## src/design/psg_pkg.sv

```systemverilog
// ----------------------------------------------------------------------------
// psg_pkg
// shared constants, control structs and the count scaling for the sound
// generator
// ----------------------------------------------------------------------------
package psg_pkg;

  // count scaling: floor(v * 55125 / 279652) for any 10-bit v, done as
  // floor(v * ScaleMul / 2^ScaleShift), exact over the whole 10-bit range
  localparam int unsigned ScaleNum   = 55125;
  localparam int unsigned ScaleDen   = 279652;
  localparam int unsigned ScaleShift = 29;
  localparam int unsigned MulWidth   = 27;
  localparam logic [MulWidth-1:0] ScaleMul = 27'd105827990;

  localparam int unsigned PeriodWidth = 10;
  localparam int unsigned CountWidth  = 8;
  localparam int unsigned ProdWidth   = PeriodWidth + MulWidth;

  // fixed noise reloads, scaled at elaboration
  localparam logic [CountWidth-1:0] NoiseBase0 = CountWidth'((218 * ScaleNum) / ScaleDen);
  localparam logic [CountWidth-1:0] NoiseBase1 = CountWidth'((109 * ScaleNum) / ScaleDen);
  localparam logic [CountWidth-1:0] NoiseBase2 = CountWidth'((54 * ScaleNum) / ScaleDen);

  // register field codes
  localparam logic [1:0] ChNoise      = 2'd3;
  localparam logic [1:0] RateFromTone = 2'd3;
  localparam logic [1:0] Rate0        = 2'd0;
  localparam logic [1:0] Rate1        = 2'd1;
  localparam logic [1:0] Rate2        = 2'd2;

  localparam logic [15:0] LfsrSeed    = 16'h8000;
  localparam int unsigned NumTones    = 3;

  // per-channel control for one beat
  typedef struct packed {
    logic step;
    logic atten_we;
    logic per_lo_we;
    logic per_hi_we;
  } psg_tone_ctl_t;

  typedef struct packed {
    logic step;
    logic atten_we;
    logic restart;
  } psg_noise_ctl_t;

  // square-wave flip: toward the opposite sign at (15 - atten) * 4
  function automatic logic signed [6:0] psg_flip(input logic signed [6:0] level,
                                                  input logic [3:0] atten);
    logic [5:0] mag;
    logic signed [6:0] pos;
    mag = {4'hF - atten, 2'b00};
    pos = $signed({1'b0, mag});
    return (!level[6] && (level != 7'sd0)) ? -pos : pos;
  endfunction

endpackage

```

## src/design/psg_in_if.sv

```systemverilog
// ----------------------------------------------------------------------------
// psg_in_if
// request channel: port write or sample request
// ----------------------------------------------------------------------------
interface psg_in_if;
  logic       valid;
  logic       ready;
  logic       op;
  logic [7:0] data;

  modport source (output valid, output op, output data, input ready);
  modport sink (input valid, input op, input data, output ready);
endinterface

```

## src/design/psg_out_if.sv

```systemverilog
// ----------------------------------------------------------------------------
// psg_out_if
// result channel: mixed sample and masked port byte
// ----------------------------------------------------------------------------
interface psg_out_if;
  logic              valid;
  logic              ready;
  logic signed [7:0] sample;
  logic        [7:0] port_echo;

  modport source (output valid, output sample, output port_echo, input ready);
  modport sink (input valid, input sample, input port_echo, output ready);
endinterface

```

## src/design/psg_scale.sv

```systemverilog
// ----------------------------------------------------------------------------
// psg_scale
// constant multiply that turns a 10-bit period into a sample count
// ----------------------------------------------------------------------------
module psg_scale
  import psg_pkg::*;
(
  input  logic [PeriodWidth-1:0] period,
  output logic [CountWidth-1:0]  count
);

  logic [ProdWidth-1:0] prod;

  assign prod  = ProdWidth'(period) * ProdWidth'(ScaleMul);
  assign count = prod[ScaleShift +: CountWidth];

endmodule

```

## src/design/psg_tone_ch.sv

```systemverilog
// ----------------------------------------------------------------------------
// psg_tone_ch
// one square-wave tone channel: period, attenuation, counter and level
// ----------------------------------------------------------------------------
module psg_tone_ch
  import psg_pkg::*;
(
  input  logic                   clk,
  input  logic                   rst_n,
  input  psg_tone_ctl_t          ctl,
  input  logic [5:0]             wdata,
  output logic signed [6:0]      level_nxt,
  output logic [CountWidth-1:0]  scaled
);

  logic [PeriodWidth-1:0] period_r, period_nxt;
  logic [3:0]             atten_r, atten_nxt;
  logic [6:0]             count_r, count_nxt;
  logic signed [6:0]      level_r;

  psg_scale u_scale (
    .period (period_r),
    .count  (scaled)
  );

  always_comb begin
    period_nxt = period_r;
    atten_nxt  = atten_r;
    count_nxt  = count_r;
    level_nxt  = level_r;
    if (ctl.atten_we) begin
      atten_nxt = wdata[3:0];
    end
    if (ctl.per_lo_we) begin
      period_nxt = {period_r[9:4], wdata[3:0]};
    end
    if (ctl.per_hi_we) begin
      period_nxt = {wdata, period_r[3:0]};
    end
    if (ctl.step) begin
      if (count_r == 7'd0) begin
        // half period, always below 128
        count_nxt = scaled[CountWidth-1:1];
        level_nxt = psg_flip(level_r, atten_r);
      end else begin
        count_nxt = count_r - 7'd1;
      end
    end
  end

  always_ff @(posedge clk) begin
    if (!rst_n) begin
      period_r <= '0;
      atten_r  <= '0;
      count_r  <= '0;
      level_r  <= '0;
    end else begin
      period_r <= period_nxt;
      atten_r  <= atten_nxt;
      count_r  <= count_nxt;
      level_r  <= level_nxt;
    end
  end

endmodule

```

## src/design/psg_noise_ch.sv

```systemverilog
// ----------------------------------------------------------------------------
// psg_noise_ch
// noise channel: rate select, 16-bit shift register, counter and level
// ----------------------------------------------------------------------------
module psg_noise_ch
  import psg_pkg::*;
(
  input  logic                  clk,
  input  logic                  rst_n,
  input  psg_noise_ctl_t        ctl,
  input  logic [5:0]            wdata,
  input  logic [CountWidth-1:0] tone2_scaled,
  output logic signed [6:0]     level_nxt
);

  logic [3:0]            atten_r, atten_nxt;
  logic [CountWidth-1:0] count_r, count_nxt;
  logic                  halted_r, halted_nxt;
  logic [1:0]            rate_r, rate_nxt;
  logic                  white_r, white_nxt;
  logic [15:0]           lfsr_r, lfsr_nxt;
  logic signed [6:0]     level_r;
  logic [CountWidth-1:0] reload;
  logic                  tap;

  always_comb begin
    unique case (rate_r)
      Rate0:        reload = NoiseBase0;
      Rate1:        reload = NoiseBase1;
      Rate2:        reload = NoiseBase2;
      RateFromTone: reload = tone2_scaled;
      default:      reload = NoiseBase0;
    endcase
  end

  // white taps bits 0 and 3, periodic taps bit 0
  assign tap = white_r ? (lfsr_r[0] ^ lfsr_r[3]) : lfsr_r[0];

  always_comb begin
    atten_nxt  = atten_r;
    count_nxt  = count_r;
    halted_nxt = halted_r;
    rate_nxt   = rate_r;
    white_nxt  = white_r;
    lfsr_nxt   = lfsr_r;
    level_nxt  = level_r;
    if (ctl.atten_we) begin
      atten_nxt = wdata[3:0];
    end
    if (ctl.restart) begin
      count_nxt  = '0;
      halted_nxt = 1'b0;
      white_nxt  = wdata[2];
      rate_nxt   = wdata[1:0];
      lfsr_nxt   = LfsrSeed;
    end
    if (ctl.step && !halted_r) begin
      if (count_r == '0) begin
        lfsr_nxt = {tap, lfsr_r[15:1]};
        if (lfsr_r[1]) begin
          level_nxt = psg_flip(level_r, atten_r);
        end
        // zero reload parks the generator until the next restart
        if (reload == '0) begin
          halted_nxt = 1'b1;
        end else begin
          count_nxt = reload - CountWidth'(1);
        end
      end else begin
        count_nxt = count_r - CountWidth'(1);
      end
    end
  end

  always_ff @(posedge clk) begin
    if (!rst_n) begin
      atten_r  <= '0;
      count_r  <= '0;
      halted_r <= 1'b0;
      rate_r   <= '0;
      white_r  <= 1'b0;
      lfsr_r   <= '0;
      level_r  <= '0;
    end else begin
      atten_r  <= atten_nxt;
      count_r  <= count_nxt;
      halted_r <= halted_nxt;
      rate_r   <= rate_nxt;
      white_r  <= white_nxt;
      lfsr_r   <= lfsr_nxt;
      level_r  <= level_nxt;
    end
  end

endmodule

```

## src/design/psg_tone_noise_generator.sv

```systemverilog
// ----------------------------------------------------------------------------
// psg_tone_noise_generator
// three square-wave tones plus one noise channel behind a latch/data byte
// port, one mixed signed sample per sample request
// ----------------------------------------------------------------------------
//
//   channel   direction  beat payload                  handshake
//   in_if     in         op, data[7:0]                 valid / ready
//   out_if    out        sample[7:0] s, port_echo[7:0]  valid / ready
//
// one beat per cycle sustained while out_if.ready stays high; a result is
// valid once its request beat has passed the request register and then
// the result register
// the per-sample work (three constant-multiply count scalers, counter and
// level updates, four-way mix) sits between those two registers
// reset (synchronous, rst_n low) clears every channel, the latch and both
// pipeline valids
// out_if.ready low holds the result register; the request register still
// takes one more beat, then in_if.ready drops
//
module psg_tone_noise_generator
  import psg_pkg::*;
(
  input  logic          clk,
  input  logic          rst_n,
  psg_in_if.sink        in_if,
  psg_out_if.source     out_if
);

  // request stage
  logic       req_v_r;
  logic       op_r;
  logic [7:0] data_r;

  // result stage
  logic              out_v_r;
  logic signed [7:0] sample_r, sample_nxt;
  logic [7:0]        echo_r, echo_nxt;

  // latch state of the byte port
  logic [1:0] lat_ch_r, lat_ch_nxt;
  logic       lat_vol_r, lat_vol_nxt;

  logic       in_fire;
  logic       advance;
  logic       fire;
  logic       is_latch;
  logic       is_write;
  logic [5:0] wval;

  psg_tone_ctl_t          tone_ctl [NumTones];
  logic signed [6:0]      tone_lvl [NumTones];
  logic [CountWidth-1:0]  tone_scaled [NumTones];
  psg_noise_ctl_t         noise_ctl;
  logic signed [6:0]      noise_lvl;

  // handshake: result register frees up as the sink takes it
  assign advance     = !out_v_r || out_if.ready;
  assign in_if.ready = !req_v_r || advance;
  assign in_fire     = in_if.valid && in_if.ready;
  assign fire        = req_v_r && advance;

  // byte port decode: a latch byte sets channel and type and carries 4 bits,
  // a data byte carries 6 bits for the latched register
  assign is_write    = fire && !op_r;
  assign is_latch    = data_r[7];
  assign lat_ch_nxt  = is_latch ? data_r[6:5] : lat_ch_r;
  assign lat_vol_nxt = is_latch ? data_r[4] : lat_vol_r;
  assign wval        = is_latch ? {2'b00, data_r[3:0]} : data_r[5:0];

  genvar gi;
  generate
    for (gi = 0; gi < NumTones; gi++) begin : g_tone
      logic sel;
      assign sel = is_write && (lat_ch_nxt == 2'(gi));
      assign tone_ctl[gi].step      = fire && op_r;
      assign tone_ctl[gi].atten_we  = sel && lat_vol_nxt;
      assign tone_ctl[gi].per_lo_we = sel && !lat_vol_nxt && is_latch;
      assign tone_ctl[gi].per_hi_we = sel && !lat_vol_nxt && !is_latch;

      psg_tone_ch u_tone (
        .clk       (clk),
        .rst_n     (rst_n),
        .ctl       (tone_ctl[gi]),
        .wdata     (wval),
        .level_nxt (tone_lvl[gi]),
        .scaled    (tone_scaled[gi])
      );
    end
  endgenerate

  assign noise_ctl.step     = fire && op_r;
  assign noise_ctl.atten_we = is_write && (lat_ch_nxt == ChNoise) && lat_vol_nxt;
  assign noise_ctl.restart  = is_write && (lat_ch_nxt == ChNoise) && !lat_vol_nxt;

  // rate 3 takes its reload from tone 2's period
  psg_noise_ch u_noise (
    .clk          (clk),
    .rst_n        (rst_n),
    .ctl          (noise_ctl),
    .wdata        (wval),
    .tone2_scaled (tone_scaled[NumTones-1]),
    .level_nxt    (noise_lvl)
  );

  // mix: four sign-extended levels, wrapping modulo 256
  always_comb begin
    if (op_r) begin
      sample_nxt = {tone_lvl[0][6], tone_lvl[0]} + {tone_lvl[1][6], tone_lvl[1]}
                 + {tone_lvl[2][6], tone_lvl[2]} + {noise_lvl[6], noise_lvl};
      echo_nxt   = '0;
    end else begin
      sample_nxt = '0;
      echo_nxt   = {2'b00, wval};
    end
  end

  always_ff @(posedge clk) begin
    if (!rst_n) begin
      req_v_r   <= 1'b0;
      out_v_r   <= 1'b0;
      lat_ch_r  <= '0;
      lat_vol_r <= 1'b0;
    end else begin
      if (in_fire) begin
        req_v_r <= 1'b1;
      end else if (fire) begin
        req_v_r <= 1'b0;
      end
      if (fire) begin
        out_v_r <= 1'b1;
      end else if (out_if.ready) begin
        out_v_r <= 1'b0;
      end
      if (is_write) begin
        lat_ch_r  <= lat_ch_nxt;
        lat_vol_r <= lat_vol_nxt;
      end
    end
  end

  // payload registers
  always_ff @(posedge clk) begin
    if (in_fire) begin
      op_r   <= in_if.op;
      data_r <= in_if.data;
    end
    if (fire) begin
      sample_r <= sample_nxt;
      echo_r   <= echo_nxt;
    end
  end

  assign out_if.valid     = out_v_r;
  assign out_if.sample    = sample_r;
  assign out_if.port_echo = echo_r;

endmodule

```

## src/flat_wrapper.sv

```systemverilog
// flat-port wrapper written by rule: the top's interface ports become plain ports
module psg_tone_noise_generator_flat import psg_pkg::*;
  (clk, rst_n, in_if_valid, in_if_op, in_if_data, in_if_ready, out_if_valid, out_if_sample, out_if_port_echo, out_if_ready);
  psg_in_if in_if_i ();
  psg_out_if out_if_i ();
  input  logic clk;
  input  logic rst_n;
  input wire logic [$bits(in_if_i.valid)-1:0] in_if_valid;
  input wire logic [$bits(in_if_i.op)-1:0] in_if_op;
  input wire logic [$bits(in_if_i.data)-1:0] in_if_data;
  output wire logic [$bits(in_if_i.ready)-1:0] in_if_ready;
  output wire logic [$bits(out_if_i.valid)-1:0] out_if_valid;
  output wire logic [$bits(out_if_i.sample)-1:0] out_if_sample;
  output wire logic [$bits(out_if_i.port_echo)-1:0] out_if_port_echo;
  input wire logic [$bits(out_if_i.ready)-1:0] out_if_ready;
  assign in_if_i.valid = in_if_valid;
  assign in_if_i.op = in_if_op;
  assign in_if_i.data = in_if_data;
  assign in_if_ready = in_if_i.ready;
  assign out_if_valid = out_if_i.valid;
  assign out_if_sample = out_if_i.sample;
  assign out_if_port_echo = out_if_i.port_echo;
  assign out_if_i.ready = out_if_ready;
  psg_tone_noise_generator u_core (.clk(clk), .rst_n(rst_n), .in_if(in_if_i), .out_if(out_if_i));
endmodule
```

## config.mk

```make
export PLATFORM = sky130hd
export DESIGN_NAME = psg_tone_noise_generator_flat
export DESIGN_NICKNAME = d
export VERILOG_FILES = /design/src/design/psg_pkg.sv /design/src/design/psg_in_if.sv /design/src/design/psg_out_if.sv /design/src/design/psg_scale.sv /design/src/design/psg_tone_ch.sv /design/src/design/psg_noise_ch.sv /design/src/design/psg_tone_noise_generator.sv /design/src/flat_wrapper.sv
export SDC_FILE = /design/constraint.sdc
export NUM_CORES = 1
export LEC_CHECK = 0
export BUFFER_PORTS_ARGS = -buffer_cell sky130_fd_sc_hd__buf_2
export CORE_MARGIN = 3
export CORE_UTILIZATION = 35
export DETAILED_ROUTE_END_ITERATION = 8
export HOLD_SLACK_MARGIN = 0.08
export PLACE_DENSITY_LB_ADDON = 0.05
export SYNTH_ARGS = -nofsm -noshare
export SYNTH_HDL_FRONTEND = slang
export SYNTH_SLANG_ARGS = --single-unit
```

## constraint.sdc

```tcl
create_clock -name clk -period 8.8 [get_ports clk]
set_input_delay 2.64 -clock clk [delete_from_list [all_inputs] [get_ports clk]]
set_output_delay 2.64 -clock clk [all_outputs]
set_load 0.01 [all_outputs]
```

==> reports/metrics.csv, run 1 <==
stage,metric,value,unit
power_and_ir_drop,p_total,1750,µW
floorplan,die_w,238,µm
critical_path,worstSetupPathType,reg2reg,
floorplan,rows,84,
clock_tree,htree_num_levels,4,
clock_tree,cts_resized,0,
outcome,outcome,"finished, final reports clean",
sta,tns,0,ps
clock_tree,cts_hold_buf,0,
critical_path,worst_ep_arrival_time,7620,ps
clock_tree,cts.sinks,151,
placement,place_area,0.0198,mm²
synthesis,synth_cell_types,85,
synthesis,yosysTopAreaCell,fa_1,
placement,dpl.cell_count,2669,
synthesis,synthFlopType,dfxtp_1,
sta,rsz0062_at_grt,no,
final_layout,final_area,0.0204,mm²
sta,period_needed,7280,ps
synthesis,yosysSeqAreaShare,17.2,%
routing,via_per_inst,5.00,
clock_tree,clk_pin_slew_worst_paths,80,ps
grt,grt_pass1_vias,14100,
synthesis,syn_avg_cell_area,9.52,µm²
min_path,hp-class,reg2reg,
synthesis,synth_seq_cells,151,
clock_tree,cts_inserted_buffers,17,
routing,wire_per_inst,18.1,µm
synthesis,syn_inst,1987,
synthesis,synth_area,0.0189,mm²
synthesis,synth_edf_count,23,
grt,grt_start_max_net_pins,99,
power_and_ir_drop,p_per_area,85.6,mW/mm²
clock_tree,postCtsSetupBuffers,0,
power_and_ir_drop,vdd_drop_max,0.0000923,V
floorplan,die_area,0.0569,mm²
synthesis,yosys_warnings,0,
clock_tree,clk_latency,440,ps
synthesis,synth_most_common_cell,inv_1,
sta,setup_viol,0,
synthesis,synth_common_cells,"inv_1, ha_1, fa_1",
flow_run,maxCapViolations,0,
clock_tree,cts_root_buffer,clkbuf_16,
grt,antenna_found_initial,1,
routing,num_vias,13500,
final_layout,utilization,38.5,%
placement,routabilityCongestion,0.821,
placement,hpwl,40900,µm
sta,tightest_slew,1310,ps
routing,drt-total-wl,49000,µm
sta,fmax,137,MHz
critical_path,crit_fanout,9,
floorplan,ioPinCount,31,
synthesis,post-synth-top-area-fraction,25.0,%
sta,hold_violations,0,
floorplan,design.core.area,0.0530,mm²
grt,overflow,0,
synthesis,yosys-top-cells-area,"fa_1, ha_1, dfxtp_1, inv_1, edfxtp_1",
clock_tree,cts_tree,built,
clock_tree,cts_buffer_depth,2,
critical_path,cp-end-kind,register,
final_layout,nets,2576,
final_layout,stdcell_count,2701,
final_layout,drive_above_1_share,5.02,%
critical_path,critPathRequiredTime,9130,ps
grt,grt_pass1_wl,79300,µm
floorplan,initial_core_util,35.7,%
final_layout,n_antenna_cell,0,
sta,finalMaxSlewViolations,0,
placement,numPortBuffers,28,
critical_path,startpoint_type,register,
routing,drt_iter0_drc,637,
final_layout,syn2layout_area_growth,7.83,%
synthesis,synthArstFlopShare,0,%
routing,dr.pass1.iters,5,
routing,drc,0,
floorplan,die_y,238,µm
sta,skew,17.8,ps
grt,grtUsageTotal,17.9,%
routing,ant_nets,0,
sta,fin_crit_sh,82.7,%
sta,slew_headroom,10.6,%
power_and_ir_drop,p_leak,0.0111,µW
routing by layer:
| layer | vias to the layer above | track usage [%] | wire [µm] |
|---|---|---|---|
| met1 | 6625 | 25.2 | 23900 |
| met5 | - | 0 | 0 |
| li1 | 6706 | - | - |
| met3 | 30 | 2.00 | 1170 |
| met4 | 0 | 3.52 | 762 |
| met2 | 151 | 29.9 | 23100 |
per-stage QoR:
step / hold slack (ps) / setup slack (ps)
2_1_floorplan: 435 / 2390
3_3_place_gp: 458 / 1430
3_5_place_dp: 459 / 1430
4_1_cts: 482 / 1640
5_1_grt: 505 / 1250
6_report: 473 / 1520
final timing paths:
path / cells after the start / start / endpoint / slack (ps)
setup / recovery: 18 / u_core.g_tone[2].u_tone.period_r[8]$_SDFFE_PN0P_ / u_core.u_noise.count_r[0]$_SDFF_PN0_ / 1520
hold / removal: 2 / u_core.g_tone[0].u_tone.count_r[6]$_SDFFE_PN0P_ / u_core.g_tone[0].u_tone.count_r[6]$_SDFFE_PN0P_ / 470
setup reg to reg: 18 / u_core.g_tone[2].u_tone.period_r[8]$_SDFFE_PN0P_ / u_core.u_noise.count_r[0]$_SDFF_PN0_ / 1520
hold reg to reg: 2 / u_core.g_tone[0].u_tone.count_r[6]$_SDFFE_PN0P_ / u_core.g_tone[0].u_tone.count_r[6]$_SDFFE_PN0P_ / 470
where the power goes:
part / switching, µW / internal [µW]
sequential: 26.7 / 721
combinational: 156 / 99.9
clock: 359 / 384
total: 542 / 1200
flip-flops by register name, indices dropped and copies added (netlist names):
| register | cells |
|---|---|
| u_core.data_r | 8 |
| u_core.g_tone.u_tone.atten_r | 12 |
| u_core.g_tone.u_tone.count_r | 21 |
| u_core.g_tone.u_tone.level_r | 21 |
| u_core.g_tone.u_tone.period_r | 30 |
| u_core.lat_ch_r | 2 |
| u_core.lat_vol_r | 1 |
| u_core.op_r | 1 |
| u_core.out_if.port_echo | 6 |
| u_core.out_if.sample | 8 |
| u_core.out_if.valid | 1 |
| u_core.req_v_r | 1 |
| u_core.u_noise.atten_r | 4 |
| u_core.u_noise.count_r | 8 |
| u_core.u_noise.halted_r | 1 |
| u_core.u_noise.level_r | 7 |
| u_core.u_noise.lfsr_r | 16 |
| u_core.u_noise.rate_r | 2 |
| u_core.u_noise.white_r | 1 |
kinds of logic after synthesis:
logic type	synth area share, %
muxes	2.92
xor gates and xnor gates	1.98
buffers and inverters	8.57
AOI/OAI and AO/OA	11.4
other	0.0198
DFF	17.2
and+or+nand+nor	11.3
adders and majority gates	46.6
final cells by class:
type                    instances  area [µm²]
clock inverters                15         179
multi-input cells            1416       14000
repair buffers                 38         215
well taps                     688         861
inverters                     376        1410
fillers                      5471       32600
clock buffers                  17         425
flip-flops and latches        151        3250
worst max-delay path: stages, from the launching register on:
cell and delay (ps):
dfxtp_1 540, inv_1 130, ha_1 390, fa_1 540
fa_1 550, inv_1 50, fa_1 560, fa_1 420
ha_1 390, and4_2 270, and2_1 150, a2111oi_0 1120
o21ai_0 400, a311oi_2 370, o22ai_1 210, nor2_1 200
nand4b_2 290, and3_1 300, o31a_1 260
cell usage in the layout (no fill, tap or decap), drive strengths merged, types with 7 or more instances in the layout:
cell	count
nor2	141
o21ai	56
edfxtp	23
a221oi	7
o21a	8
or3	9
nor3b	8
inv	383
nor4	16
clkinv	8
nor2b	18
ha	327
and2	32
o211ai	9
a21oi	80
nand4	15
fa	236
nor3	25
buf	38
nand2b	10
a22oi	15
a31oi	21
xor2	15
dfxtp	128
xnor2	27
nand3	37
a21o	43
mux2i	53
clkbuf	17
nand2	86
a211oi	12
and3	18
(Power assumes the default switching activity.)
==> run 2: changes to the inputs <==
clock period = 6 ns   (was 8.8 ns; I/O delays follow)
==> run 2 against run 1 <==
  * Total power grew 48%
  * Worst setup slack lost 1400 ps
  * Via count grew 4.8%
  * Flip-flop and latch count is the same
  * Critical endpoint is now u_core.u_noise.count_r[7]$_SDFF_PN0_
  * Largest cell class unchanged
==> reports/metrics.csv, run 2 (synthesis results as in run 1) <==
stage,metric,value,unit,change
final_layout,syn2layout_area_growth,15.2,%,was 7.83%
power_and_ir_drop,p_leak,0.0119,µW,was 0.0111 µW
placement,numPortBuffers,28,,unchanged
placement,hpwl,42600,µm,was 40900 µm
floorplan,die_area,0.0569,mm²,unchanged
critical_path,crit_buf_inv,6,,was 2
critical_path,critical_path.slowest_cell,fa_1,,was a2111oi_0
grt,gr-usage-met3,1.75,%,was 2.00%
critical_path,slowest_delay,560,ps,was 1120 ps
clock_tree,cts_inserted_buffers,17,,unchanged
placement,place_ws,-279,ps,was 1430 ps
critical_path,crit_fanout,4,,was 9
sta,skew,21.2,ps,was 17.8 ps
grt,grtUsageMet1,26.5,%,was 25.2%
floorplan,rows,84,,unchanged
clock_tree,clk_latency,440,ps,about the same
min_path,hp-class,reg2reg,,unchanged
floorplan,die_y,238,µm,unchanged
sta,period_needed,5920,ps,was 7280 ps
sta,finalMaxSlewViolations,0,,unchanged
outcome,outcome,"finished, final reports clean",,unchanged
sta,setup_viol,0,,unchanged
floorplan,initial_core_util,35.7,%,unchanged
clock_tree,htree_num_levels,4,,unchanged
clock_tree,cts_buffer_depth,2,,unchanged
floorplan,design.core.area,0.0530,mm²,unchanged
critical_path,critPathRequiredTime,6340,ps,was 9130 ps
final_layout,utilization,41.1,%,was 38.5%
sta,slew_headroom,16.0,%,was 10.6%
power_and_ir_drop,p_per_area,119,mW/mm²,was 85.6 mW/mm²
sta,rsz0062_at_grt,yes,,was no
clock_tree,cts_tree,built,,unchanged
power_and_ir_drop,vdd_drop_max,0.000162,V,was 0.0000923 V
power_and_ir_drop,p_total,2590,µW,was 1750 µW
clock_tree,cts_root_buffer,clkbuf_16,,unchanged
routing,dr.pass1.iters,5,,unchanged
clock_tree,cts_hold_buf,0,,unchanged
routing,drc,0,,unchanged
critical_path,crit_chain,fa_1 -> inv_2 -> fa_1 -> inv_2 -> buf_6 -> fa_1 -> inv_2 -> fa_1 -> fa_1 -> inv_2 -> ha_4 -> nand4_1 -> nor4b_4 -> or4_1 -> o22a_1 -> a311oi_2 -> o22ai_2 -> buf_6 -> a211oi_4 -> nand3b_1 -> xor2_1 -> o41ai_2,,was inv_1 -> ha_1 -> fa_1 -> fa_1 -> inv_1 -> fa_1 -> fa_1 -> ha_1 -> and4_2 -> and2_1 -> a2111oi_0 -> o21ai_0 -> a311oi_2 -> o22ai_1 -> nor2_1 -> nand4b_2 -> and3_1 -> o31a_1
final_layout,max_flop_register,u_core.g_tone.u_tone.period_r,,unchanged
critical_path,worst_ep_arrival_time,6260,ps,was 7620 ps
final_layout,mostFrequentLayoutCell,inv_1,,unchanged
clock_tree,cts.sinks,151,,unchanged
sta,hold_violations,0,,unchanged
floorplan,die_w,238,µm,unchanged
grt,grt_pass1_vias,14900,,was 14100
grt,overflow,0,,unchanged
critical_path,crit_top_cell,fa_1,,unchanged
clock_tree,clk_pin_slew_worst_paths,70,ps,was 80 ps
final_layout,n_antenna_cell,0,,unchanged
grt,top_usage_layer,met2,,unchanged
routing,drt-total-wl,50600,µm,was 49000 µm
final_layout,final_cell_mix,"inv_1, ha_1, fa_1",,unchanged
routing,via_per_inst,4.98,,was 5.00
sta,fin_crit_sh,98.7,%,was 82.7%
critical_path,critical-path-top-delay-family,adder cells,,unchanged
final_layout,fillers,5347,,was 5471
placement,routabilityCongestion,0.862,,was 0.821
sta,tightest_slew,1260,ps,was 1310 ps
final_layout,ff_latch_area,0.00327,mm²,was 0.00325 mm²
final_layout,reg.largest.list,"u_core.g_tone.u_tone.period_r (30), u_core.g_tone.u_tone.count_r (21), u_core.g_tone.u_tone.level_r (21)",,unchanged
final_layout,multi_input_area,0.0143,mm²,was 0.0140 mm²
grt,use_met2,31.0,%,was 29.9%
grt,antenna_found_initial,1,,unchanged
routing,ant_nets,0,,unchanged
sta,setup_slack,77.2,ps,was 1520 ps
critical_path,worstSetupPathType,reg2reg,,unchanged
flow_run,maxCapViolations,0,,unchanged
final_layout,nets,2720,,was 2576
grt,grt_pass1_wl,82400,µm,was 79300 µm
grt,grtUsageTotal,18.5,%,was 17.9%
routing,drt_iter0_drc,543,,was 637
final_layout,largest_reg_flops,30,,unchanged
floorplan,ioPinCount,31,,unchanged
sta,fmax,169,MHz,was 137 MHz
grt,grt_start_max_net_pins,68,,was 99
sta,whs,467,ps,was 473 ps
final_layout,drive_above_1_share,13.7,%,was 5.02%
critical_path,cp-end-kind,register,,unchanged
critical_path,startpoint_type,register,,unchanged
routing,num_vias,14200,,was 13500
routing,wire_per_inst,17.8,µm,was 18.1 µm
==> run 2: worst min-delay path, stage by stage, from the launching register on <==
cell and delay (ps):
dfxtp_1 320, nand2_1 50, a21oi_1 50
==> run 2: power breakdown <==
part	internal (µW)	switching (µW)
registers	1060	37.2
logic	160	241
clock network	575	518
==> run 2: repair_timing <==
item	in CTS	in global routing
endpoints found under the setup margin	9	16
setup buffers	3	9
resized for setup	15	56
gates cloned	0	0
pin swaps	7	21
==> run 2: metal layers <==
layer  wire length [µm]  up-vias
met2              24000      145
met5                  0        -
li1                   -     7000
met1              25100     6986
met3               1010       29
met4                511        0
==> run 2: through the flow <==
step	instance area, µm²	cells	setup TNS (ps)
global route	21800	2845	-992
detailed placement	20800	2801	-2090
global placement	20800	2801	-1950
finish	21800	2845	0
CTS	21500	2836	0
floorplan	18900	1988	0
==> run 2: worst paths after layout <==
kind                                               startpoint                                         endpoint  slack [ps]  cells past startpoint
max          u_core.g_tone[2].u_tone.period_r[7]$_SDFFE_PN0P_             u_core.u_noise.count_r[7]$_SDFF_PN0_          80                     22
min           u_core.g_tone[0].u_tone.count_r[6]$_SDFFE_PN0P_  u_core.g_tone[0].u_tone.count_r[6]$_SDFFE_PN0P_         470                      2
max reg2reg  u_core.g_tone[2].u_tone.period_r[7]$_SDFFE_PN0P_             u_core.u_noise.count_r[7]$_SDFF_PN0_          80                     22
min reg2reg   u_core.g_tone[0].u_tone.count_r[6]$_SDFFE_PN0P_  u_core.g_tone[0].u_tone.count_r[6]$_SDFFE_PN0P_         470                      2
==> run 2: final cells by class <==
| type | instances | share of cell area, % |
|---|---|---|
| tap | 688 | 3.95 |
| inverter | 376 | 6.48 |
| timing repair buffer | 182 | 6.04 |
| multi-input combinational | 1416 | 65.7 |
| clock inverter | 14 | 0.792 |
| clock buffer | 18 | 2.02 |
| sequential | 151 | 15.0 |
==> run 3: changes to the inputs <==
ABC_AREA = 1   (was default)
SYNTH_HIERARCHICAL = 1   (was default)
==> run 3 against run 2 <==
  * Sequential power about the same
  * Maximum frequency rose by 6.3%
  * Critical path depth rose by 8
  * Global-route usage grew 0.27 points
  * Via count up 28%
  * Synthesized cell count is 49% higher
  * Count of clock-buffer cells in the layout shrank 1
  * Critical path type unchanged
  * Critical endpoint is now u_core/u_noise/count_r[6]$_SDFF_PN0_
  * Largest power group unchanged
  * Highest routed layer unchanged
==> reports/metrics.csv, run 3 <==
stage,metric,value,unit,change
outcome,outcome,"finished, final reports clean",,unchanged
routing,drt_iter0_drc,963,,was 543
routing,num_vias,18200,,was 14200
critical_path,rr_worst_depth,30,,was 22
sta,finalMaxSlewViolations,0,,unchanged
final_layout,drive_above_1_share,7.63,%,was 13.7%
critical_path,cp-end-kind,register,,unchanged
sta,fin_crit_sh,92.9,%,was 98.7%
critical_path,critical_path.slowest_cell,fa_1,,unchanged
routing,dr.pass1.iters,5,,unchanged
synthesis,synth_area,0.0221,mm²,was 0.0189 mm²
clock_tree,htree_num_levels,4,,unchanged
clock_tree,cts_inserted_buffers,17,,unchanged
routing,wire_per_inst,15.9,µm,was 17.8 µm
floorplan,ioPinCount,31,,unchanged
sta,hold_violations,0,,unchanged
grt,gr-usage-met3,1.86,%,was 1.75%
sta,skew,13.8,ps,was 21.2 ps
grt,grt_pass1_vias,18700,,was 14900
final_layout,largest_reg_flops,30,,unchanged
placement,hpwl,52300,µm,was 42600 µm
floorplan,die_y,257,µm,was 238 µm
power_and_ir_drop,p_per_area,120,mW/mm²,was 119 mW/mm²
flow_run,maxCapViolations,0,,unchanged
min_path,hp-class,reg2reg,,unchanged
synthesis,syn_avg_cell_area,7.47,µm²,was 9.52 µm²
final_layout,max_flop_register,u_core/g_tone.u_tone/period_r,,was u_core.g_tone.u_tone.period_r
grt,grt_pass1_wl,99600,µm,was 82400 µm
floorplan,design.core.area,0.0621,mm²,was 0.0530 mm²
power_and_ir_drop,p_leak,0.0130,µW,was 0.0119 µW
synthesis,yosys_warnings,6,,was 0
final_layout,mostFrequentLayoutCell,inv_1,,unchanged
critical_path,slowest_delay,530,ps,was 560 ps
clock_tree,cts_tree,built,,unchanged
sta,tightest_slew,929,ps,was 1260 ps
critical_path,reg2reg_slack,430,ps,was 80 ps
grt,antenna_found_initial,1,,unchanged
min_path,worstHoldStart,u_core/u_noise/lfsr_r[5]$_SDFF_PN0_,,was u_core.g_tone[0].u_tone.count_r[6]$_SDFFE_PN0P_
min_path,hold_path_depth,2,,unchanged
critical_path,startpoint_type,register,,unchanged
power_and_ir_drop,vdd_drop_max,0.000193,V,was 0.000162 V
clock_tree,cts_hold_buf,0,,unchanged
sta,tns,0,ps,unchanged
final_layout,final_cell_mix,"inv_1, nand2_1, nor2_1",,"was inv_1, ha_1, fa_1"
final_layout,n_antenna_cell,0,,unchanged
routing,via_per_inst,4.72,,was 4.98
final_layout,nets,3581,,was 2720
placement,routabilityCongestion,0.907,,was 0.862
critical_path,worst_ep_arrival_time,5900,ps,was 6260 ps
final_layout,final_area,0.0239,mm²,was 0.0218 mm²
sta,setup_viol,0,,unchanged
routing,drt-total-wl,61100,µm,was 50600 µm
critical_path,crit_top_cell,nand2_1,,was fa_1
floorplan,die_w,257,µm,was 238 µm
routing,ant_nets,0,,unchanged
clock_tree,cts_buffer_depth,2,,unchanged
grt,top_usage_layer,met2,,unchanged
grt,grtUsageMet1,27.2,%,was 26.5%
synthesis,syn_inst,2960,,was 1987
sta,rsz0062_at_grt,no,,was yes
routing,drc,0,,unchanged
grt,use_met2,30.8,%,was 31.0%
critical_path,r2r-start,u_core/g_tone[2].u_tone/period_r[7]$_SDFFE_PN0P_,,was u_core.g_tone[2].u_tone.period_r[7]$_SDFFE_PN0P_
critical_path,r2r_end,u_core/u_noise/count_r[6]$_SDFF_PN0_,,was u_core.u_noise.count_r[7]$_SDFF_PN0_
critical_path,crit_fanout,8,,was 4
grt,overflow,0,,unchanged
sta,slew_headroom,38.0,%,was 16.0%
critical_path,worstSetupPathType,reg2reg,,unchanged
grt,grt_start_max_net_pins,44,,was 68
clock_tree,cts.sinks,151,,unchanged
clock_tree,clk_latency,440,ps,about the same
critical_path,critPathRequiredTime,6330,ps,was 6340 ps
floorplan,die_area,0.0662,mm²,was 0.0569 mm²
grt,grtUsageTotal,18.8,%,was 18.5%
clock_tree,clk_pin_slew_worst_paths,80,ps,was 70 ps
floorplan,initial_core_util,35.6,%,was 35.7%
final_layout,reg.largest.list,"u_core/g_tone.u_tone/period_r (30), u_core/g_tone.u_tone/count_r (21), u_core/g_tone.u_tone/level_r (21)",,"was u_core.g_tone.u_tone.period_r (30), u_core.g_tone.u_tone.count_r (21), u_core.g_tone.u_tone.level_r (21)"
placement,place_area,0.0233,mm²,was 0.0208 mm²
clock_tree,cts_root_buffer,clkbuf_16,,unchanged
floorplan,rows,91,,was 84
min_path,min_to,u_core/u_noise/lfsr_r[4]$_SDFF_PN0_,,was u_core.g_tone[0].u_tone.count_r[6]$_SDFFE_PN0P_
sta,period_needed,5570,ps,was 5920 ps
final_layout,syn2layout_area_growth,8.09,%,was 15.2%
sta,fmax,179,MHz,was 169 MHz
placement,numPortBuffers,28,,unchanged
## run 3: stage by stage
step                total power, µW  worst slack, ps  util, %  hold slack (ps)  cells
finish                         2880              427     38.5              458   3853
global placement               1810              320     37.5              453   3819
detailed placement             1800              244     37.5              455   3819
CTS                            2930              218     38.5              460   3851
floorplan                      1620              725        -              438   2961
global route                   3070             17.5     38.5              483   3853
## run 3: layer usage
| metal | wire length, µm | share of wire, % |
|---|---|---|
| met5 | 0 | 0 |
| met2 | 27700 | 45 |
| met1 | 30900 | 51 |
| met4 | 669 | 1.1 |
| met3 | 1790 | 2.9 |
## run 3: worst max-delay path by stage
stage	start	to	slack, ps
finish	u_core/g_tone[2].u_tone/period_r[7]$_SDFFE_PN0P_	u_core/u_noise/count_r[6]$_SDFF_PN0_	430
global route	u_core/g_tone[2].u_tone/period_r[6]$_SDFFE_PN0P_	u_core/u_noise/count_r[0]$_SDFF_PN0_	20
CTS	u_core/g_tone[2].u_tone/period_r[3]$_SDFFE_PN0P_	u_core/u_noise/count_r[3]$_SDFF_PN0_	220
global placement	u_core/g_tone[2].u_tone/period_r[8]$_SDFFE_PN0P_	u_core/u_noise/count_r[5]$_SDFF_PN0_	320
floorplan	out_if_ready	u_core/out_if.sample[7]$_SDFFCE_PN0P_	730
detailed placement	u_core/g_tone[2].u_tone/period_r[3]$_SDFFE_PN0P_	u_core/u_noise/count_r[3]$_SDFF_PN0_	240
## run 3: worst max-delay path, delay by kind of cell (launching register included)
family	cells	cell delay, ps
DFF	1	330
adders and majority gates	7	2930
buffers and inverters	6	490
and+or+nand+nor	14	1320
AOI/OAI and AO/OA	3	370
## run 3: timing repair
action | 4_1_cts | 5_1_grt
endpoints found under the setup margin | 0 | 9
setup buffers | 0 | 2
endpoints found under the hold margin | 0 | 0
resized for setup | 0 | 7
## run 3: power breakdown
part / total [µW] / switching (µW) / leakage (µW) / internal [µW]
clock network: 1090 / 529 / 0.000296 / 566
registers: 1100 / 42.1 / 0.00126 / 1060
logic: 678 / 440 / 0.0115 / 238
## run 3: final cells by class
type,instances,area (µm²)
Inverter,698,2630
Tap cell,837,1050
Timing Repair Buffer,49,298
Multi-Input combinational cell,2086,16100
Sequential cell,151,3260
Clock inverter,15,176
Clock buffer,17,425
Fill cell,6603,38200
